### src/sv/jds_pkg.sv
// ----------------------------------------------------------------------------
// jds_pkg
// Widths, limits, register indexes and shared types for the joystick
// deadzone scaler.
// ----------------------------------------------------------------------------
package jds_pkg;

  // Axis lanes the design can carry
  localparam int unsigned AXIS_MAX       = 2;
  localparam int unsigned AXIS_COUNT_DEF = 2;

  // Field widths
  localparam int unsigned SAMPLE_W = 10;
  localparam int unsigned DEAD_W   = 9;
  localparam int unsigned SPAN_W   = 15;
  localparam int unsigned LEVEL_W  = 16;

  // Configuration port
  localparam int unsigned CFG_IDX_W  = 4;
  localparam int unsigned CFG_DATA_W = 16;

  // Datapath widths
  localparam int unsigned OFF_W  = SAMPLE_W + 1;   // signed offset from centre
  localparam int unsigned DIVS_W = SAMPLE_W + 2;   // signed full - centre - dead
  localparam int unsigned MAG_W  = SAMPLE_W;       // offset magnitude after deadzone
  localparam int unsigned DIV_W  = SAMPLE_W;       // positive divisor
  localparam int unsigned PROD_W = MAG_W + SPAN_W; // unsigned product
  localparam int unsigned QUO_W  = PROD_W;         // quotient, one bit per stage

  // Pipeline depth: offset stage, product stage, divider stages, output register
  localparam int unsigned LANE_STAGES = 2 + QUO_W;
  localparam int unsigned PIPE_STAGES = LANE_STAGES + 1;

  // Saturation limits on the unsigned quotient
  localparam logic [QUO_W-1:0] POS_LIM = QUO_W'(2 ** (LEVEL_W - 1) - 1);
  localparam logic [QUO_W-1:0] NEG_LIM = QUO_W'(2 ** (LEVEL_W - 1));

  typedef logic signed [LEVEL_W-1:0] level_t;

  // Register indexes
  typedef enum logic [CFG_IDX_W-1:0] {
    REG_CENTRE_X = 4'd0,
    REG_CENTRE_Y = 4'd1,
    REG_DEAD_X   = 4'd2,
    REG_DEAD_Y   = 4'd3,
    REG_FULL_X   = 4'd4,
    REG_FULL_Y   = 4'd5,
    REG_SPAN_X   = 4'd6,
    REG_SPAN_Y   = 4'd7
  } reg_idx_e;

endpackage

### src/sv/jds_sample_if.sv
// ----------------------------------------------------------------------------
// jds_sample_if
// Input channel: one pair of raw converter samples per transaction.
// ----------------------------------------------------------------------------
interface jds_sample_if import jds_pkg::*; ();
  logic                valid;
  logic                ready;
  logic [SAMPLE_W-1:0] sample_x;
  logic [SAMPLE_W-1:0] sample_y;

  modport source (output valid, output sample_x, output sample_y, input ready);
  modport sink   (input valid, input sample_x, input sample_y, output ready);
endinterface

### src/sv/jds_level_if.sv
// ----------------------------------------------------------------------------
// jds_level_if
// Output channel: scaled axis levels and divisor error flags.
// ----------------------------------------------------------------------------
interface jds_level_if import jds_pkg::*; ();
  logic                valid;
  logic                ready;
  logic [LEVEL_W-1:0]  level_x;
  logic [LEVEL_W-1:0]  level_y;
  logic [AXIS_MAX-1:0] bad_divisor;

  modport source (output valid, output level_x, output level_y, output bad_divisor,
                  input ready);
  modport sink   (input valid, input level_x, input level_y, input bad_divisor,
                  output ready);
endinterface

### src/sv/jds_cfg_if.sv
// ----------------------------------------------------------------------------
// jds_cfg_if
// Configuration write channel: register index and write data.
// ----------------------------------------------------------------------------
interface jds_cfg_if import jds_pkg::*; ();
  logic                  valid;
  logic                  ready;
  logic [CFG_IDX_W-1:0]  index;
  logic [CFG_DATA_W-1:0] data;

  modport source (output valid, output index, output data, input ready);
  modport sink   (input valid, input index, input data, output ready);
endinterface

### src/sv/jds_pipe_ctl.sv
// ----------------------------------------------------------------------------
// jds_pipe_ctl
// Valid bits and per-stage load enables for the scaler pipeline.
// ----------------------------------------------------------------------------
module jds_pipe_ctl import jds_pkg::*; (
  input  logic                   clk_i,
  input  logic                   rst_ni,
  input  logic                   in_valid_i,
  input  logic                   out_ready_i,
  output logic                   in_ready_o,
  output logic                   out_valid_o,
  output logic [PIPE_STAGES-1:0] stage_en_o
);

  logic [PIPE_STAGES-1:0] valid_q;
  logic [PIPE_STAGES-1:0] valid_d;

  // A stage may load when it or any stage after it holds a bubble,
  // or the output transaction completes.
  for (genvar k = 0; k < PIPE_STAGES; k++) begin : g_en
    assign stage_en_o[k] = out_ready_i | ~(&valid_q[PIPE_STAGES-1:k]);
  end

  always_comb begin
    valid_d = valid_q;
    if (stage_en_o[0]) begin
      valid_d[0] = in_valid_i;
    end
    for (int k = 1; k < PIPE_STAGES; k++) begin
      if (stage_en_o[k]) begin
        valid_d[k] = valid_q[k-1];
      end
    end
  end

  always_ff @(posedge clk_i or negedge rst_ni) begin
    if (!rst_ni) begin
      valid_q <= '0;
    end else begin
      valid_q <= valid_d;
    end
  end

  assign in_ready_o  = stage_en_o[0];
  assign out_valid_o = valid_q[PIPE_STAGES-1];

endmodule

### src/sv/jds_lane.sv
// ----------------------------------------------------------------------------
// jds_lane
// One axis: centre offset and deadzone, span multiply, restoring divider
// with one quotient bit per stage, and saturation.
// ----------------------------------------------------------------------------
module jds_lane import jds_pkg::*; (
  input  logic                   clk_i,
  input  logic [LANE_STAGES-1:0] stage_en_i,
  input  logic [SAMPLE_W-1:0]    sample_i,
  input  logic [SAMPLE_W-1:0]    centre_i,
  input  logic [DEAD_W-1:0]      dead_i,
  input  logic [SAMPLE_W-1:0]    full_i,
  input  logic [SPAN_W-1:0]      span_i,
  output level_t                 level_o,
  output logic                   bad_o
);

  // Divisor from configuration; stable while transactions are in flight
  logic signed [DIVS_W-1:0] divs;
  logic [DIV_W-1:0]         dv;

  assign divs  = $signed({2'b00, full_i}) - $signed({2'b00, centre_i})
               - $signed({3'b000, dead_i});
  assign bad_o = divs[DIVS_W-1] || (divs == '0);
  assign dv    = divs[DIV_W-1:0];

  // Offset stage
  logic signed [OFF_W-1:0] off;
  logic [OFF_W-1:0]        mag;
  logic [OFF_W-1:0]        magd;
  logic                    neg0_q;
  logic                    zero0_q;
  logic [MAG_W-1:0]        mag0_q;

  assign off  = $signed({1'b0, sample_i}) - $signed({1'b0, centre_i});
  assign mag  = off[OFF_W-1] ? OFF_W'(-off) : OFF_W'(off);
  assign magd = mag - {2'b00, dead_i};

  always_ff @(posedge clk_i) begin
    if (stage_en_i[0]) begin
      neg0_q  <= off[OFF_W-1];
      zero0_q <= (mag <= {2'b00, dead_i});
      mag0_q  <= magd[MAG_W-1:0];
    end
  end

  // Product stage
  logic [PROD_W-1:0] prod_d;
  logic [PROD_W-1:0] prod1_q;
  logic              neg1_q;
  logic              zero1_q;

  assign prod_d = {{SPAN_W{1'b0}}, mag0_q} * {{MAG_W{1'b0}}, span_i};

  always_ff @(posedge clk_i) begin
    if (stage_en_i[1]) begin
      prod1_q <= prod_d;
      neg1_q  <= neg0_q;
      zero1_q <= zero0_q;
    end
  end

  // Divider stages: shift one dividend bit into the remainder, subtract
  // when it fits, shift the quotient bit into the low end.
  logic [DIV_W-1:0] rem_q  [QUO_W];
  logic [QUO_W-1:0] dq_q   [QUO_W];
  logic             neg_q  [QUO_W];
  logic             zero_q [QUO_W];

  for (genvar k = 0; k < QUO_W; k++) begin : g_div
    logic [DIV_W-1:0] rem_in;
    logic [QUO_W-1:0] dq_in;
    logic             neg_in;
    logic             zero_in;
    logic [DIV_W:0]   trial;
    logic [DIV_W:0]   diff;
    logic             ge;

    if (k == 0) begin : g_first
      assign rem_in  = '0;
      assign dq_in   = prod1_q;
      assign neg_in  = neg1_q;
      assign zero_in = zero1_q;
    end else begin : g_next
      assign rem_in  = rem_q[k-1];
      assign dq_in   = dq_q[k-1];
      assign neg_in  = neg_q[k-1];
      assign zero_in = zero_q[k-1];
    end

    assign trial = {rem_in, dq_in[QUO_W-1]};
    assign ge    = trial >= {1'b0, dv};
    assign diff  = trial - {1'b0, dv};

    always_ff @(posedge clk_i) begin
      if (stage_en_i[2+k]) begin
        rem_q[k]  <= ge ? diff[DIV_W-1:0] : trial[DIV_W-1:0];
        dq_q[k]   <= {dq_in[QUO_W-2:0], ge};
        neg_q[k]  <= neg_in;
        zero_q[k] <= zero_in;
      end
    end
  end

  // Sign and saturation
  logic [QUO_W-1:0] quo;

  assign quo = dq_q[QUO_W-1];

  always_comb begin
    priority if (bad_o || zero_q[QUO_W-1]) begin
      level_o = '0;
    end else if (!neg_q[QUO_W-1]) begin
      level_o = (quo > POS_LIM) ? level_t'(POS_LIM) : level_t'(quo[LEVEL_W-1:0]);
    end else begin
      level_o = (quo > NEG_LIM) ? level_t'(NEG_LIM) : level_t'(-quo[LEVEL_W-1:0]);
    end
  end

endmodule

### src/sv/jds_merge.sv
// ----------------------------------------------------------------------------
// jds_merge
// Output register: gathers the lane levels and divisor flags into one
// result, zero for axes that are not built.
// ----------------------------------------------------------------------------
module jds_merge import jds_pkg::*; #(
  parameter int unsigned AXIS_COUNT = AXIS_COUNT_DEF
) (
  input  logic                  clk_i,
  input  logic                  load_i,
  input  level_t                lane_level_i [AXIS_COUNT],
  input  logic [AXIS_COUNT-1:0] lane_bad_i,
  output level_t                level_o      [AXIS_MAX],
  output logic [AXIS_MAX-1:0]   bad_o
);

  for (genvar a = 0; a < AXIS_MAX; a++) begin : g_axis
    if (a < AXIS_COUNT) begin : g_live
      level_t level_q;
      logic   bad_q;

      always_ff @(posedge clk_i) begin
        if (load_i) begin
          level_q <= lane_level_i[a];
          bad_q   <= lane_bad_i[a];
        end
      end

      assign level_o[a] = level_q;
      assign bad_o[a]   = bad_q;
    end else begin : g_absent
      assign level_o[a] = '0;
      assign bad_o[a]   = 1'b0;
    end
  end

endmodule

### src/sv/joystick_deadzone_scaler_core.sv
// ----------------------------------------------------------------------------
// joystick_deadzone_scaler_core
// Two-axis joystick deadzone removal and span scaling, one lane per axis.
// ----------------------------------------------------------------------------
// Each input transaction carries one raw sample per axis. Per axis the block
// forms the signed offset from centre, returns zero inside the deadzone,
// otherwise pulls the offset toward zero by the deadzone, multiplies by span
// and divides by (full - centre - dead), truncating toward zero, and
// saturates to signed 16 bits. A divisor of zero or less forces that axis to
// zero and sets its bad_divisor bit. The block takes one transaction per
// cycle while its first stage can load; each result passes through the
// offset stage, the multiply stage, a 25-stage restoring divider that
// retires one quotient bit per stage, and the output register. Stalls
// on the output only back up as far as the first empty stage, so the input
// keeps accepting while the pipeline has bubbles. Configuration registers
// take effect for samples accepted after the write; write them only while
// no transaction is in flight. Register indexes 8 and above are ignored and
// write data above a register's width is dropped.
// ----------------------------------------------------------------------------
module joystick_deadzone_scaler_core import jds_pkg::*; #(
  parameter int unsigned AXIS_COUNT = AXIS_COUNT_DEF
) (
  input  logic        clk_i,
  input  logic        rst_ni,
  jds_sample_if.sink  sample_i,
  jds_level_if.source level_o,
  jds_cfg_if.sink     cfg_i
);

  // --------------------------------------------------------------------------
  // Configuration registers, one set per axis
  // --------------------------------------------------------------------------
  logic [SAMPLE_W-1:0] centre_q [AXIS_MAX];
  logic [DEAD_W-1:0]   dead_q   [AXIS_MAX];
  logic [SAMPLE_W-1:0] full_q   [AXIS_MAX];
  logic [SPAN_W-1:0]   span_q   [AXIS_MAX];

  // Always take writes; unknown indexes fall through and are dropped
  assign cfg_i.ready = 1'b1;

  always_ff @(posedge clk_i or negedge rst_ni) begin
    if (!rst_ni) begin
      for (int a = 0; a < AXIS_MAX; a++) begin
        centre_q[a] <= SAMPLE_W'(512);
        dead_q[a]   <= '0;
        full_q[a]   <= SAMPLE_W'(1023);
        span_q[a]   <= SPAN_W'(1000);
      end
    end else if (cfg_i.valid) begin
      unique case (cfg_i.index)
        REG_CENTRE_X: centre_q[0] <= cfg_i.data[SAMPLE_W-1:0];
        REG_CENTRE_Y: centre_q[1] <= cfg_i.data[SAMPLE_W-1:0];
        REG_DEAD_X:   dead_q[0]   <= cfg_i.data[DEAD_W-1:0];
        REG_DEAD_Y:   dead_q[1]   <= cfg_i.data[DEAD_W-1:0];
        REG_FULL_X:   full_q[0]   <= cfg_i.data[SAMPLE_W-1:0];
        REG_FULL_Y:   full_q[1]   <= cfg_i.data[SAMPLE_W-1:0];
        REG_SPAN_X:   span_q[0]   <= cfg_i.data[SPAN_W-1:0];
        REG_SPAN_Y:   span_q[1]   <= cfg_i.data[SPAN_W-1:0];
        default: begin
          // drop writes beyond the register list
        end
      endcase
    end
  end

  // --------------------------------------------------------------------------
  // Pipeline control: valid bit per stage, load enable per stage
  // --------------------------------------------------------------------------
  logic [PIPE_STAGES-1:0] stage_en;

  jds_pipe_ctl u_ctl (
    .clk_i       (clk_i),
    .rst_ni      (rst_ni),
    .in_valid_i  (sample_i.valid),
    .out_ready_i (level_o.ready),
    .in_ready_o  (sample_i.ready),
    .out_valid_o (level_o.valid),
    .stage_en_o  (stage_en)
  );

  // --------------------------------------------------------------------------
  // Axis lanes: identical datapaths, advanced by the shared enables
  // --------------------------------------------------------------------------
  logic [SAMPLE_W-1:0]   sample [AXIS_MAX];
  level_t                lane_level [AXIS_COUNT];
  logic [AXIS_COUNT-1:0] lane_bad;

  assign sample[0] = sample_i.sample_x;
  assign sample[1] = sample_i.sample_y;

  for (genvar a = 0; a < AXIS_COUNT; a++) begin : g_lane
    jds_lane u_lane (
      .clk_i      (clk_i),
      .stage_en_i (stage_en[LANE_STAGES-1:0]),
      .sample_i   (sample[a]),
      .centre_i   (centre_q[a]),
      .dead_i     (dead_q[a]),
      .full_i     (full_q[a]),
      .span_i     (span_q[a]),
      .level_o    (lane_level[a]),
      .bad_o      (lane_bad[a])
    );
  end

  // --------------------------------------------------------------------------
  // Merge lanes into the output register
  // --------------------------------------------------------------------------
  level_t              out_level [AXIS_MAX];
  logic [AXIS_MAX-1:0] out_bad;

  jds_merge #(
    .AXIS_COUNT (AXIS_COUNT)
  ) u_merge (
    .clk_i        (clk_i),
    .load_i       (stage_en[PIPE_STAGES-1]),
    .lane_level_i (lane_level),
    .lane_bad_i   (lane_bad),
    .level_o      (out_level),
    .bad_o        (out_bad)
  );

  assign level_o.level_x     = out_level[0];
  assign level_o.level_y     = out_level[1];
  assign level_o.bad_divisor = out_bad;

endmodule
### src/flat_wrapper.sv
// flat-port wrapper written by rule: the top's interface ports become plain ports
module joystick_deadzone_scaler_core_flat import jds_pkg::*;
#(
  parameter int unsigned AXIS_COUNT = AXIS_COUNT_DEF
)
  (clk_i, rst_ni, sample_i_valid, sample_i_sample_x, sample_i_sample_y, sample_i_ready, level_o_valid, level_o_level_x, level_o_level_y, level_o_bad_divisor, level_o_ready, cfg_i_valid, cfg_i_index, cfg_i_data, cfg_i_ready);
  jds_sample_if sample_i_i ();
  jds_level_if level_o_i ();
  jds_cfg_if cfg_i_i ();
  input  logic clk_i;
  input  logic rst_ni;
  input wire logic [$bits(sample_i_i.valid)-1:0] sample_i_valid;
  input wire logic [$bits(sample_i_i.sample_x)-1:0] sample_i_sample_x;
  input wire logic [$bits(sample_i_i.sample_y)-1:0] sample_i_sample_y;
  output wire logic [$bits(sample_i_i.ready)-1:0] sample_i_ready;
  output wire logic [$bits(level_o_i.valid)-1:0] level_o_valid;
  output wire logic [$bits(level_o_i.level_x)-1:0] level_o_level_x;
  output wire logic [$bits(level_o_i.level_y)-1:0] level_o_level_y;
  output wire logic [$bits(level_o_i.bad_divisor)-1:0] level_o_bad_divisor;
  input wire logic [$bits(level_o_i.ready)-1:0] level_o_ready;
  input wire logic [$bits(cfg_i_i.valid)-1:0] cfg_i_valid;
  input wire logic [$bits(cfg_i_i.index)-1:0] cfg_i_index;
  input wire logic [$bits(cfg_i_i.data)-1:0] cfg_i_data;
  output wire logic [$bits(cfg_i_i.ready)-1:0] cfg_i_ready;
  assign sample_i_i.valid = sample_i_valid;
  assign sample_i_i.sample_x = sample_i_sample_x;
  assign sample_i_i.sample_y = sample_i_sample_y;
  assign sample_i_ready = sample_i_i.ready;
  assign level_o_valid = level_o_i.valid;
  assign level_o_level_x = level_o_i.level_x;
  assign level_o_level_y = level_o_i.level_y;
  assign level_o_bad_divisor = level_o_i.bad_divisor;
  assign level_o_i.ready = level_o_ready;
  assign cfg_i_i.valid = cfg_i_valid;
  assign cfg_i_i.index = cfg_i_index;
  assign cfg_i_i.data = cfg_i_data;
  assign cfg_i_ready = cfg_i_i.ready;
  joystick_deadzone_scaler_core #(.AXIS_COUNT(AXIS_COUNT)) u_core (.clk_i(clk_i), .rst_ni(rst_ni), .sample_i(sample_i_i), .level_o(level_o_i), .cfg_i(cfg_i_i));
endmodule
### config.mk
export PLATFORM = sky130hd
export DESIGN_NAME = joystick_deadzone_scaler_core_flat
export DESIGN_NICKNAME = d
export VERILOG_FILES = /design/src/sv/jds_pkg.sv /design/src/sv/jds_sample_if.sv /design/src/sv/jds_level_if.sv /design/src/sv/jds_cfg_if.sv /design/src/sv/jds_pipe_ctl.sv /design/src/sv/jds_lane.sv /design/src/sv/jds_merge.sv /design/src/sv/joystick_deadzone_scaler_core.sv /design/src/flat_wrapper.sv
export SDC_FILE = /design/constraint.sdc
export NUM_CORES = 2
export LEC_CHECK = 0
export ABC_AREA = 1
export BUFFER_PORTS_ARGS = -buffer_cell sky130_fd_sc_hd__buf_4
export CAP_MARGIN = 20
export CORE_MARGIN = 2
export CORE_UTILIZATION = 45
export DETAILED_ROUTE_END_ITERATION = 7
export HOLD_SLACK_MARGIN = 0.02
export PLACE_DENSITY_LB_ADDON = 0.05
export SYNTH_ARGS = -nofsm -noshare
export SYNTH_HDL_FRONTEND = slang
export SYNTH_SLANG_ARGS = --single-unit
### constraint.sdc
create_clock -name clk_i -period 13.25 [get_ports clk_i]
set_clock_uncertainty 0.1 [all_clocks]
set_input_delay 3.3125 -clock clk_i [delete_from_list [all_inputs] [get_ports clk_i]]
set_output_delay 3.3125 -clock clk_i [all_outputs]
set_load 0.02 [all_outputs]
# ---- Yosys cells after proc, flatten, opt, wreduce, memory -nomap -nowiden
# Memory sizes are Yosys's and may differ from the RTL's.
# Index checks and enable logic that the tools add are counted.
dict set report word_totals {
  out_inout_bits 37
  inputBits 45
  ramBits 1850
  elab_cells 393
  regBits 228
  memories 8
}
dict set report classes {
  n_bitwise 56
  n_mux 108
  eq_ne 7
  addsub 62
  reduce_logical 42
  multipliers 2
  magnitude_cmp 56
}
# name depth word_bits read_ports rd_clocked_by_memory_dff wr line
set mem_list {}
lappend mem_list {{u_core.g_lane[0].u_lane.dq_q} 25 25 25 0 25 jds_lane.sv:66} ;# logic [QUO_W-1:0] dq_q [QUO_W];
lappend mem_list {{u_core.g_lane[1].u_lane.dq_q} 25 25 25 0 25 jds_lane.sv:66}
lappend mem_list {{u_core.g_lane[0].u_lane.rem_q} 25 10 24 0 25 jds_lane.sv:65} ;# logic [DIV_W-1:0] rem_q [QUO_W];
lappend mem_list {{u_core.g_lane[1].u_lane.rem_q} 25 10 24 0 25 jds_lane.sv:65}
lappend mem_list {{u_core.g_lane[0].u_lane.neg_q} 25 1 25 0 25 jds_lane.sv:67} ;# logic neg_q [QUO_W];
lappend mem_list {{u_core.g_lane[0].u_lane.zero_q} 25 1 25 0 25 jds_lane.sv:68} ;# logic zero_q [QUO_W];
lappend mem_list {{2 more memories} -- -- -- -- -- --}
# op count
set op_table {}
lappend op_table {{greater-or-equal comparator 11 x 10 -> 1 bit} 48}
lappend op_table {{two-way mux 10 bit} 50}
lappend op_table {{subtractor 10 bit} 48}
lappend op_table {{two-way mux 16 bit} 6}
lappend op_table {{> comparator 25 x 15 -> 1 bit (second input constant)} 2}
lappend op_table {{> comparator 25 x 16 -> 1 bit (second input constant)} 2}
lappend op_table {{multiplier 10 x 15 -> 25 bit} 2}
lappend op_table {{two-way mux 1 bit} 50}
lappend op_table {{subtractor 10 x 10 -> 11 bit} 4}
lappend op_table {{negator 16 bit} 2}
lappend op_table {{inverter 1 bit} 28}
lappend op_table {{OR 1 bit} 28}
lappend op_table {{AND reduction 28 bit} 1}
lappend op_table {{AND reduction 27 bit} 1}
lappend op_table {{AND reduction 26 bit} 1}
lappend op_table {{AND reduction 25 bit} 1}
lappend op_table {{zero test 12 bit} 2}
lappend op_table {{AND reduction 24 bit} 1}
lappend op_table {{subtractor 12 x 10 -> 12 bit} 2}
lappend op_table {{AND reduction 23 bit} 1}
lappend op_table {{less-or-equal comparator 11 x 9 -> 1 bit} 2}
lappend op_table {{two-way mux 11 bit} 2}
lappend op_table {{negator 11 bit} 2}
lappend op_table {{AND reduction 22 bit} 1}
lappend op_table {{other kinds (28)} 46}

# ---- Depth between registers and ports, before layout
dict set report depth {
  word_depth 5
  ltp_mapped 30
  ltp_nobuf 29
}

# ---- Hierarchy
# From an unflattened synthesis, not the netlist that was laid out.
dict set report hier_totals {
  cells_unflattened 9078
  hier_area_um2 104148.6
}
# module instances area_each_um2 seq_area_each_um2 cells_each
set by_module_without_submodules {}
lappend by_module_without_submodules {{jds_lane at u_core.g_lane[0].u_lane} 1 49017.0 28647.5 4225}
lappend by_module_without_submodules {{jds_lane at u_core.g_lane[1].u_lane} 1 48861.9 28647.5 4201}
lappend by_module_without_submodules {joystick_deadzone_scaler_core 1 3738.6 2244.7 421}
lappend by_module_without_submodules {jds_pipe_ctl 1 1495.2 700.7 195}
lappend by_module_without_submodules {jds_merge 1 1036.0 1021.0 36}

# ---- Worst setup path after synthesis
# Ideal clock, no wire load.
dict set report synth_path {
  kind {input port to output port}
  startpoint {in level_o_ready}
  endpoint {out sample_i_ready}
  stages 8
  path_slack_ns -0.215
  arrival_time_ns 10.052
  path_cell_list {inv_1 nand4_2 nor2_2 nand4_2 nor2_2 nand4_2 nor2_4 nand4_1}
}
dict set report synth_between {
  elab_chain_len 1
}
# element line
set synth_lines {}
lappend synth_lines {{from (decl)} flat_wrapper.sv:20} ;# input wire logic [$bits(level_o_i.ready)-1:0] level_o_ready;
lappend synth_lines {{OR 1 bit} jds_pipe_ctl.sv:21} ;# assign stage_en_o[k] = out_ready_i | ~(&valid_q[PIPE_STAGES-1:k]);
lappend synth_lines {{to (decl)} flat_wrapper.sv:15} ;# output wire logic [$bits(sample_i_i.ready)-1:0] sample_i_ready;
# Every way passes these cells.

# ---- Final worst setup path
# Same ends and word-level chain as after synthesis.

==> flow_summary.json <==
{
  "die_width_um": 484.0,
  "clock-sinks": 2058,
  "cts_repair_resize_count": 0,
  "worst-path-max-fanout": 25,
  "n_fill_cell": 20180,
  "syn_inst_count": 9081,
  "postSynthNetCount": 10070,
  "initial_core_util_pct": 45.19,
  "register_area_um2": 61260,
  "timing.hold.ws_ns": 0.2669,
  "dieArea_um2": 234300,
  "hold-path-cell-count": 0,
  "dpl.hpwl_mm": 158.0,
  "worst_setup_hold_path_clk_slew_ns": 0.06,
  "max_freq_mhz": 99.00,
  "crit_type": "input pin to primary output",
  "synth_area_per_cell_um2": 11.42,
  "area.growth.synth_to_final_pct": 11.44,
  "h-tree-depth": 4,
  "number_of_enable_flip_flop_cells_after_synthesis": 1942,
  "antenna_found_initial": 3,
  "detailedRoute.firstPassIterationCount": 8,
  "reg2reg_depth": 18,
  "fin_tns_setup_ns": 0,
  "cp-end-kind": "primary output",
  "critical_hold_path_startpoint": "u_core.g_lane[0].u_lane.dq_q[4][2]",
  "multi_input_comb_area_um2": 37530,
  "viasPerCell": 5.075,
  "drt-initial-drc-count": 3521,
  "timing.rr.end": "u_core.g_lane[1].u_lane.g_div[0].dq_in[19]",
  "post_synthesis_cell_area_um2": 103700,
  "post-route-period-util_pct": 76.23,
  "routabilityCongestion": 0.8457,
  "final_routed_wire_length_divided_by_cell_count_um": 17.61,
  "cp_data_required_time_ns": 9.84,
  "rrSetupSlack_ns": 7.28,
  "timing.final.crit_period_ns": 10.10,
  "hold_end": "u_core.g_lane[0].u_lane.dq_q[4][28]",
  "drv.max_cap_violation_count": 0,
  "post-cts-setup-buffer-count": 0,
  "synth_seq_area_share_pct": 59.09,
  "grt_first_pass_wirelength_mm": 353.2,
  "timing_hold_violations_final": 0,
  "grt_pass1_vias": 65380,
  "worstHoldPathType": "flip-flop to flip-flop",
  "drive_above_1_share_pct": 7.089,
  "cts_inserted_buffers": 221,
  "num-nets-final": 10260,
  "synth_ff_type": "sky130_fd_sc_hd__edfxtp_1",
  "dieHeight_um": 484.0,
  "grtUsageTotal_pct": 18.92,
  "clock_tree.root_cell": "sky130_fd_sc_hd__clkbuf_16",
  "placement_rows": 176,
  "outcome": "finished clean",
  "synth-seq-cells": 2058,
  "max-slew-margin-rel_pct": 29.83,
  "layout.cells.most_common": "sky130_fd_sc_hd__edfxtp_1",
  "yosys_warnings": 0,
  "remaining_drc_errors": 0,
  "vias": 63420,
  "maximum_buffer_depth_of_the_clock_tree": 3,
  "detail_route.wirelength_mm": 220.0,
  "grt_overflow": 0,
  "final-instance-count-excl-fill": 12500,
  "layout.cells.most_common_list": "sky130_fd_sc_hd__edfxtp_1, sky130_fd_sc_hd__nand2_1, sky130_fd_sc_hd__inv_1, sky130_fd_sc_hd__a21oi_1, sky130_fd_sc_hd__nor2_1",
  "core_area_um2": 229500,
  "arrival_ns": 6.69,
  "tightest_slew_ns": 1.053,
  "route.antenna.remaining_nets": 0,
  "io_pins": 82,
  "grt_max_degree": 76,
  "placed_instances": 12080,
  "reg2reg_from": "u_core.g_lane[1].u_lane.mag0_q[9]",
  "synthArstFlopShare_pct": 5.637,
  "placement.io_buffers": 79,
  "cts_hold_buf": 0,
  "maxSlewViolCount": 0,
  "report.final.setup_viol": 0,
  "kind_of_launch_point_of_the_worst_setup_path": "input pin",
  "insertion_delay_ns": 0.86,
  "ys_types": 60,
  "cts_tree": "yes",
  "rsz_0062_raised_after_global_routing": "no"
}
==> logic make-up (layout without fill, tap and decap cells) <==
kind of cell    Yosys count  in the layout  share of synthesized area, %
simple gates           2958           2958                         11.94
xor+xnor                428            428                         3.623
mux                       3              3                       0.03258
compound gates         1375           1375                         7.162
other cells               1              4                      0.003617
flops                  2058           2058                         59.09
buf+inv                1314           1699                         4.891
fa+ha+maj               944            944                         13.26
==> per-stage QoR <==
step / cell area, µm² / util, % / worst slack, ns
global route: 115500 / 50.35 / 2.874
global placement: 107900 / 47.02 / 3.153
CTS: 115500 / 50.34 / 3.030
finish: 115500 / 50.36 / 3.149
floorplan: 103700 / - / 0.4292
detailed placement: 107900 / 47.02 / 3.028
==> cells in the mapped netlist (13+ instances only) <==
library cell	number	share of area [%]
sky130_fd_sc_hd__edfxtp_1	1942	56
sky130_fd_sc_hd__nand2_1	1562	5.7
sky130_fd_sc_hd__inv_1	1126	4.1
sky130_fd_sc_hd__a21oi_1	737	3.6
sky130_fd_sc_hd__nor2_1	725	2.6
sky130_fd_sc_hd__ha_1	686	8.3
sky130_fd_sc_hd__o21ai_0	389	1.9
sky130_fd_sc_hd__nand3_1	327	1.6
sky130_fd_sc_hd__fa_1	258	5.0
sky130_fd_sc_hd__xnor2_1	230	1.9
sky130_fd_sc_hd__xor2_1	197	1.7
sky130_fd_sc_hd__nand4_1	119	0.72
sky130_fd_sc_hd__nor3_1	92	0.44
sky130_fd_sc_hd__dfrtp_1	82	2.0
sky130_fd_sc_hd__buf_2	75	0.36
sky130_fd_sc_hd__clkbuf_1	75	0.27
sky130_fd_sc_hd__o21bai_1	57	0.41
sky130_fd_sc_hd__a21o_1	54	0.39
sky130_fd_sc_hd__o21ai_1	46	0.22
sky130_fd_sc_hd__or2_2	43	0.26
sky130_fd_sc_hd__dfstp_2	34	0.86
sky130_fd_sc_hd__nor2_2	28	0.17
sky130_fd_sc_hd__inv_2	24	0.087
sky130_fd_sc_hd__o311ai_0	20	0.17
sky130_fd_sc_hd__a31oi_1	15	0.091
sky130_fd_sc_hd__nor4_1	13	0.078
==> flip-flops by register name, indices dropped and copies added (netlist names), 28 cells and up <==
name                                  count
u_core.g_lane.u_lane.g_div.dq_in         50
u_core.g_lane.u_lane.dq_q              1250
u_core.g_lane.u_lane.neg_q               50
u_core.span_q                            30
u_core.u_ctl.valid_q                     28
u_core.g_lane.u_lane.rem_q              480
u_core.u_merge.g_axis.g_live.level_q     32
u_core.g_lane.u_lane.zero_q              50
==> worst max path at each step <==
stage | from | to
after global placement | level_o_ready | sample_i_ready
after floorplan | level_o_ready | sample_i_ready
after detailed placement | level_o_ready | sample_i_ready
after CTS | level_o_ready | sample_i_ready
final | level_o_ready | sample_i_ready
after global routing | level_o_ready | sample_i_ready
==> cell type report <==
type,count,area share [%]
Sequential cell,2058,53.02
Multi-Input combinational cell,5709,32.48
Clock buffer,259,4.981
Inverter,1154,3.759
Tap cell,3026,3.277
Clock inverter,155,1.609
Timing Repair Buffer,131,0.8685
Antenna cell,3,0.006497
==> worst max-delay path: stages <==
cell and delay, ns:
sky130_fd_sc_hd__buf_4 0.12, sky130_fd_sc_hd__inv_1 0.25, sky130_fd_sc_hd__nand4_4 0.48, sky130_fd_sc_hd__nor2_2 0.34
sky130_fd_sc_hd__nand4_4 0.21, sky130_fd_sc_hd__nor2_2 0.37, sky130_fd_sc_hd__nand4_4 0.48, sky130_fd_sc_hd__nor2_4 0.38
sky130_fd_sc_hd__nand4_1 0.16, sky130_fd_sc_hd__buf_4 0.30, sky130_fd_sc_hd__buf_4 0.24
==> routing by layer <==
layer	vias to the layer above	global-route usage, %	share of wire [%]
met1	30430	23.99	44
met3	366	2.441	3.2
met2	972	33.94	50
met5	-	0	0
met4	0	5.111	2.5
li1	31650	-	-
Power is left out: the tool's default activity adds up to more than one toggle a clock period on the data nets, which glitch-free logic cannot reach.
